$ cat src/sv/stp_pkg.sv
package stp_pkg;

  // Request codes carried on req_type.
  localparam logic REQ_TICK  = 1'b0;
  localparam logic REQ_START = 1'b1;

  // Direction codes carried on turn_direction.
  localparam logic DIR_CW  = 1'b0;
  localparam logic DIR_ACW = 1'b1;

  // Fixed arithmetic constants of the drive.
  localparam int unsigned US_PER_MINUTE = 60000000;
  localparam int unsigned UNITS_PER_SEQ = 45;
  localparam int unsigned HALF_STEPS    = 8;

  // Field widths.
  localparam int unsigned ANGLE_W  = 16;
  localparam int unsigned RPM_W    = 8;
  localparam int unsigned STEPS_W  = 14;
  localparam int unsigned PERIOD_W = 16;
  localparam int unsigned COIL_W   = 4;

  // Phase index at the start of a move, per direction.
  localparam logic [2:0] PHASE_FIRST_CW  = 3'd7;
  localparam logic [2:0] PHASE_FIRST_ACW = 3'd0;

  // Standard 8-phase half-step table, bit 0 is the first coil.
  function automatic logic [COIL_W-1:0] coil_for(input logic [2:0] phase);
    logic [COIL_W-1:0] pat;
    case (phase)
      3'd0: pat = 4'h1;
      3'd1: pat = 4'h3;
      3'd2: pat = 4'h2;
      3'd3: pat = 4'h6;
      3'd4: pat = 4'h4;
      3'd5: pat = 4'hC;
      3'd6: pat = 4'h8;
      3'd7: pat = 4'h9;
      default: pat = 4'h0;
    endcase
    return pat;
  endfunction

endpackage

$ cat src/sv/stepper_half_step_mover.sv
// Tick, ignored start or start short of one sequence: accepted, executed in the next cycle,
// result then registered in S_OUT once the output register is free.
// A start that moves goes on from S_EXEC to S_DIV_PER, where the one-bit-per-cycle restoring
// divider works out the step period from speed_rpm, and then to S_OUT.
// One item at a time; a following item may be taken while a result waits, then holds in S_OUT.
// Synchronous active-high reset: coils off, no move, speed_rpm = 10, output empty.
module stepper_half_step_mover #(
  parameter int unsigned STEPS_PER_REV = 4096
) (
  input  logic                        clk,
  input  logic                        rst,
  input  logic                        in_valid,
  output logic                        in_stall,
  input  logic                        req_type,
  input  logic [stp_pkg::ANGLE_W-1:0] move_angle,
  input  logic                        turn_direction,
  output logic                        out_valid,
  input  logic                        out_stall,
  output logic [stp_pkg::COIL_W-1:0]  coil_pattern,
  output logic                        busy_res,
  output logic                        move_done,
  input  logic                        cfg_we,
  input  logic [stp_pkg::RPM_W-1:0]   cfg_data
);
  import stp_pkg::*;

  // Divider sizing follows from the motor resolution.
  localparam int unsigned BASE   = US_PER_MINUTE / STEPS_PER_REV;
  localparam int unsigned BASE_W = $clog2(BASE + 1);
  localparam int unsigned DIV_W  = (BASE_W > PERIOD_W) ? BASE_W : PERIOD_W;
  localparam int unsigned CNT_W  = $clog2(DIV_W);
  localparam logic [DIV_W-1:0]    BASE_VAL = DIV_W'(BASE);
  localparam logic [DIV_W-1:0]    PER_MAX  = DIV_W'(17'h0FFFF);
  localparam logic [CNT_W-1:0]    CNT_LAST = CNT_W'(DIV_W - 1);
  localparam int unsigned         SHIFT_W  = $clog2(HALF_STEPS);

  // Reciprocal of the sequence angle; exact for every 16-bit angle.
  localparam int unsigned SEQ_SHIFT = 21;
  localparam int unsigned SEQ_RECIP = ((1 << SEQ_SHIFT) + UNITS_PER_SEQ - 1) / UNITS_PER_SEQ;

  typedef enum logic [1:0] {
    S_IDLE,
    S_EXEC,
    S_DIV_PER,
    S_OUT
  } state_t;

  state_t                state;
  logic                  req_l;
  logic [ANGLE_W-1:0]    angle_l;
  logic                  dir_l;
  logic [RPM_W-1:0]      speed_rpm;
  logic [STEPS_W-1:0]    steps_left;
  logic [2:0]            phase_index;
  logic [PERIOD_W-1:0]   tick_count;
  logic [PERIOD_W-1:0]   step_period;
  logic                  moving_dir;
  logic                  active;
  logic [COIL_W-1:0]     coils_now;
  logic                  done;

  // Divider registers.
  logic [DIV_W-1:0]      div_quo;
  logic [RPM_W-1:0]      div_rem;
  logic [RPM_W-1:0]      div_dvs;
  logic [CNT_W-1:0]      div_cnt;

  logic [RPM_W:0]        div_shift;
  logic [RPM_W+1:0]      div_trial;
  logic                  div_bit;
  logic [RPM_W-1:0]      div_rem_next;
  logic [DIV_W-1:0]      div_quo_next;

  logic [PERIOD_W-1:0]   tick_next;
  logic                  tick_end;
  logic [STEPS_W-1:0]    steps_dec;
  logic [2:0]            phase_next;
  logic [2*ANGLE_W-1:0]  seq_prod;
  logic [2*ANGLE_W-SEQ_SHIFT-1:0] seq_quo;
  logic [STEPS_W-1:0]    steps_from_q;

  assign in_stall = (state != S_IDLE);

  // One restoring division step: shift in the next dividend bit and try the subtract.
  always_comb begin
    div_shift    = {div_rem, div_quo[DIV_W-1]};
    div_trial    = {1'b0, div_shift} - {2'b00, div_dvs};
    div_bit      = ~div_trial[RPM_W+1];
    div_rem_next = div_bit ? div_trial[RPM_W-1:0] : div_shift[RPM_W-1:0];
    div_quo_next = {div_quo[DIV_W-2:0], div_bit};
  end

  // Tick arithmetic, and the half-step count from the angle by reciprocal multiplication.
  always_comb begin
    tick_next    = tick_count + PERIOD_W'(1);
    tick_end     = (req_l == REQ_TICK) && active && (tick_next >= step_period);
    steps_dec    = steps_left - STEPS_W'(1);
    phase_next   = (moving_dir == DIR_ACW) ? (phase_index + 3'd1) : (phase_index - 3'd1);
    seq_prod     = (2*ANGLE_W)'(angle_l) * (2*ANGLE_W)'(SEQ_RECIP);
    seq_quo      = seq_prod[2*ANGLE_W-1:SEQ_SHIFT];
    steps_from_q = STEPS_W'(seq_quo) << SHIFT_W;
  end

  // Sequencer, move state and registered outputs.
  always_ff @(posedge clk) begin
    if (rst) begin
      state       <= S_IDLE;
      speed_rpm   <= RPM_W'(10);
      steps_left  <= '0;
      phase_index <= '0;
      tick_count  <= '0;
      step_period <= '0;
      moving_dir  <= DIR_CW;
      active      <= 1'b0;
      coils_now   <= '0;
      done        <= 1'b0;
      out_valid   <= 1'b0;
      div_cnt     <= '0;
    end else begin
      if (cfg_we) begin
        speed_rpm <= cfg_data;
      end
      if (out_valid && !out_stall && (state != S_OUT)) begin
        out_valid <= 1'b0;
      end

      case (state)
        // Take one item in.
        S_IDLE: begin
          if (in_valid) begin
            req_l   <= req_type;
            angle_l <= move_angle;
            dir_l   <= turn_direction;
            state   <= S_EXEC;
          end
        end

        // Ticks, ignored starts and short angles settle here; a real move goes to the divider.
        S_EXEC: begin
          if ((req_l == REQ_START) && !active) begin
            if (seq_quo == '0) begin
              done  <= 1'b1;
              state <= S_OUT;
            end else begin
              done       <= 1'b0;
              steps_left <= steps_from_q;
              div_quo    <= BASE_VAL;
              div_rem    <= '0;
              div_dvs    <= speed_rpm;
              div_cnt    <= CNT_LAST;
              state      <= S_DIV_PER;
            end
          end else begin
            done  <= tick_end && (steps_dec == '0);
            state <= S_OUT;
            if (tick_end) begin
              steps_left <= steps_dec;
              if (steps_dec == '0) begin
                active <= 1'b0;
              end else begin
                phase_index <= phase_next;
                coils_now   <= coil_for(phase_next);
                tick_count  <= '0;
              end
            end else if ((req_l == REQ_TICK) && active) begin
              tick_count <= tick_next;
            end
          end
        end

        // Step period in ticks; a zero speed gives all ones, which saturates.
        S_DIV_PER: begin
          div_quo <= div_quo_next;
          div_rem <= div_rem_next;
          div_cnt <= div_cnt - CNT_W'(1);
          if (div_cnt == '0) begin
            step_period <= (div_quo_next > PER_MAX) ? PERIOD_W'(17'h0FFFF)
                                                    : div_quo_next[PERIOD_W-1:0];
            moving_dir  <= dir_l;
            phase_index <= (dir_l == DIR_ACW) ? PHASE_FIRST_ACW : PHASE_FIRST_CW;
            coils_now   <= coil_for((dir_l == DIR_ACW) ? PHASE_FIRST_ACW : PHASE_FIRST_CW);
            tick_count  <= '0;
            active      <= 1'b1;
            state       <= S_OUT;
          end
        end

        // Load the output register once it is free.
        S_OUT: begin
          if (!out_valid || !out_stall) begin
            out_valid    <= 1'b1;
            coil_pattern <= coils_now;
            busy_res     <= active;
            move_done    <= done;
            state        <= S_IDLE;
          end
        end

        default: begin
          state <= S_IDLE;
        end
      endcase
    end
  end

  // A move in progress always has a half step left to finish.
  a_active_steps: assert property (@(posedge clk) disable iff (rst)
    active |-> (steps_left != '0))
    else $error("active move with no steps left");

  // A move in progress always drives at least one coil.
  a_active_coils: assert property (@(posedge clk) disable iff (rst)
    active |-> (coils_now != '0))
    else $error("active move with all coils off");

  // A finished move is never reported as busy.
  a_done_idle: assert property (@(posedge clk) disable iff (rst)
    (out_valid && move_done) |-> !busy_res)
    else $error("move_done reported while busy");

  // An accepted transfer always starts work.
  a_accept_work: assert property (@(posedge clk) disable iff (rst)
    (in_valid && !in_stall) |=> (state == S_EXEC))
    else $error("accepted item not taken into execution");

  // The divider finishes with its count exhausted.
  a_div_exit: assert property (@(posedge clk) disable iff (rst)
    ((state == S_DIV_PER) && (div_cnt == '0)) |=> (state == S_OUT))
    else $error("period division did not complete");

endmodule
$ cat config.mk
export PLATFORM = sky130hd
export DESIGN_NAME = stepper_half_step_mover
export DESIGN_NICKNAME = d
export VERILOG_FILES = /design/src/sv/stp_pkg.sv /design/src/sv/stepper_half_step_mover.sv
export SDC_FILE = /design/constraint.sdc
export NUM_CORES = 1
export LEC_CHECK = 0
export ABC_AREA = 1
export BUFFER_PORTS_ARGS = -buffer_cell sky130_fd_sc_hd__buf_4
export CAP_MARGIN = 30
export CELL_PAD_IN_SITES_DETAIL_PLACEMENT = 1
export CELL_PAD_IN_SITES_GLOBAL_PLACEMENT = 2
export CORE_MARGIN = 3
export CORE_UTILIZATION = 38
export CTS_CLUSTER_DIAMETER = 120
export DETAILED_ROUTE_END_ITERATION = 8
export PLACE_DENSITY_LB_ADDON = 0.1
export SLEW_MARGIN = 20
export SYNTH_ARGS = -nofsm -noshare
export SYNTH_HDL_FRONTEND = slang
export SYNTH_SLANG_ARGS = --single-unit
export TNS_END_PERCENT = 50
$ cat constraint.sdc
create_clock -name clk -period 8.2 [get_ports clk]
set_clock_uncertainty 0.15 [all_clocks]
set_input_delay 2.46 -clock clk [delete_from_list [all_inputs] [get_ports clk]]
set_output_delay 2.46 -clock clk [all_outputs]
set_load 0.005 [all_outputs]
==> flow_metrics.py <==
metrics = {
    "logic_synthesis": {
        "synth-edff-count": 56,
        "synth-seq-area-share_pct": 28.7,
        "synth-xor-area-share_pct": 2.67,
        "synth_top_area_cell": "ha_1",
        "synth-async-reset-ratio_pct": 0,
        "synth-compound-area-share_pct": 7.53,
        "ys_ff_latch": 127,
        "synth_area_leaders": "ha_1, edfxtp_1, dfxtp_1, nand2_1, fa_1",
        "ys.flop_type": "dfxtp_1",
        "synthMuxAreaShare_pct": 0,
        "synthDistinctLibCells": 45,
        "synth_area_um2": 10800,
        "syn_area_per_cell_um2": 7.65,
        "syn_nets": 1646,
        "yosysWarnings": 0,
        "synth-simple-area-share_pct": 22.9,
        "postSynthCellCount": 1414,
        "synth_top_area_share_pct": 17.0,
        "synth_adder_area_share_pct": 27.0,
        "synth_top_family_by_area": "adder cells",
    },
    "critical_path": {
        "critPathTopFamily": "adder cells",
        "cp_common_cell": "inv_1",
        "arrival_ps": 6560,
        "crit_cells": 26,
        "reg2reg_slack_ps": 1540,
        "cp-start-kind": "register",
        "slowest_stage": "nor2_1",
        "worst-path-max-fanout": 12,
        "required_ps": 8100,
        "end_kind": "register",
        "critPathBufInv": 7,
        "critPathKind": "register to register",
        "critPathMaxStageDelay_ps": 760,
        "startpoint": "angle_l[5]",
        "r2r_cells": 26,
        "reg2reg_from": "angle_l[5]",
        "worstSetupEndpoint": "div_dvs[3]",
        "r2r_end": "div_dvs[3]",
    },
    "clock_tree": {
        "post_cts_buffers": 0,
        "clk_latency_ps": 430,
        "cts_tree": "yes",
        "cts_sinks": 127,
        "h-tree-depth": 4,
        "clk_pin_slew_worst_paths_ps": 60,
        "postCtsHoldBufs": 0,
        "ctsResizeCount": 0,
        "clock_path_buffers": 2,
        "clk_root_buffer_cell": "clkbuf_16",
        "cts_made_buffers": 17,
    },
    "grt": {
        "grt_antenna_before_repair": 0,
        "grt_usage_pct": 19.5,
        "grt_max_degree": 41,
        "grt_pass1_vias": 9157,
        "grt_pass1_wl_um": 47900,
        "grt_overflow": 0,
    },
    "floorplan": {
        "core-area_um2": 27900,
        "dieWidth_um": 175,
        "dieArea_um2": 30500,
        "die_y_um": 175,
        "ios": 39,
        "num_rows": 61,
        "initial_core_util_pct": 38.7,
    },
    "timing": {
        "fmax_mhz": 150,
        "fin_ws_ps": 1540,
        "slew_viol_final": 0,
        "relSlewSlack_pct": 34.9,
        "period_share_pct": 81.2,
        "setup_viol": 0,
        "rsz0062_at_grt": "no",
        "tns_ps": 0,
        "min_period_ps": 6660,
        "tightest_slew_ps": 973,
        "final_hold_viol_count": 0,
    },
    "route": {
        "dr.pass1.iters": 4,
        "wl_um": 28200,
        "vias": 8710,
        "ant_nets": 0,
        "drcViolationCount": 0,
        "first_iter_violations": 387,
        "drt-wirelength-per-cell_um": 15.3,
        "viasPerCell": 4.73,
    },
    "flow_run": {
        "cap_violations": 0,
    },
    "finish": {
        "layout.nets": 1684,
        "area_growth_pct": 12.0,
        "insertedDiodeCount": 0,
        "drive_gt1_share_pct": 7.44,
        "nFillCells": 3539,
    },
    "status": {
        "status": "finished, final reports clean",
    },
    "placement": {
        "place_ws_ps": 1500,
        "gp_congestion": 0.842,
        "io_buffers": 38,
        "hpwlAfterDp_um": 22900,
    },
    "hold_path": {
        "hold_path_class": "register to register",
    },
}
-- metrics by stage --
stage               cells  util, %  hold WS [ps]  area, um2
global placement     1809     41.1           261      11500
finish               1843     43.4           285      12100
floorplan            1414        -           253      10800
global route         1843     43.4           308      12100
CTS                  1843     43.4           283      12100
detailed placement   1811     41.2           263      11500
-- layout make-up --
type / instances / area, um2 / share of cell area [%]
Clock buffer: 20 / 457 / 3.77
Multi-Input combinational cell: 976 / 6510 / 53.7
Clock inverter: 12 / 135 / 1.12
Timing Repair Buffer: 46 / 369 / 3.05
Sequential cell: 127 / 3100 / 25.6
Inverter: 284 / 1070 / 8.80
Tap cell: 378 / 473 / 3.90
-- registers in the layout, indices dropped and copies added, names as in the netlist, 4 cells and up --
name and flops:
angle_l 16, coil_pattern 4, coils_now 4, div_cnt 4, div_dvs 8, div_quo 16
div_rem 8, speed_rpm 8, step_period 16, steps_left 14, tick_count 16
-- cell usage after synthesis (3+ instances only) --
library cell,count
nor2_1,141
a21oi_1,74
fa_1,54
o21ai_0,60
nand4_1,12
clkbuf_1,17
nand3_1,67
buf_6,3
ha_1,147
o21a_1,3
edfxtp_1,56
or2_2,9
nand2_2,3
nor2_2,10
inv_1,281
o21ai_1,3
dfxtp_1,71
nand3b_1,5
nand2_1,316
buf_2,6
xor2_1,21
a21o_1,3
nor3_1,10
xnor2_1,12
-- worst min-delay path by stage --
| stage | start | endpoint | slack (ps) | cells past startpoint |
|---|---|---|---|---|
| floorplan | speed_rpm[2] | div_dvs[2] | 250 | 0 |
| global placement | coils_now[1] | coil_pattern[1] | 260 | 0 |
| detailed placement | speed_rpm[4] | div_dvs[4] | 260 | 0 |
| CTS | speed_rpm[0] | div_dvs[0] | 280 | 0 |
| global route | coils_now[2] | coil_pattern[2] | 310 | 0 |
| finish | speed_rpm[0] | div_dvs[0] | 280 | 0 |
-- cells in the final DEF (no fill, tap or decap), drive strengths merged, types with 2 or more instances in the layout --
cell      count
nand3b        5
ha          147
fa           54
clkinv        5
clkinvlp      4
nor2        151
bufinv        2
or2          10
buf          46
nand3        69
o21ai        63
o31ai         2
edfxtp       56
clkbuf       20
a31oi         2
nand4        12
xor2         21
inv         285
and3          2
nand2       321
a21oi        74
xnor2        12
nor3b         3
nor3         12
dfxtp        71
a22oi         2
a21o          3
o21a          3
-- logic make-up after synthesis --
group | after synthesis
simple gates | 588
buf+inv | 311
fa+ha+maj | 201
compound gates | 154
flops | 127
xor+xnor | 33
-- routing by layer --
metal / part of all wire [%] / track usage, %
met5: 0 / 0
met4: 0.84 / 3.96
met3: 2.5 / 2.85
met2: 44 / 30.4
met1: 53 / 28.8
Power is left out: the tool's default activity adds up to more than one toggle a clock period on the data nets, which glitch-free logic cannot reach.
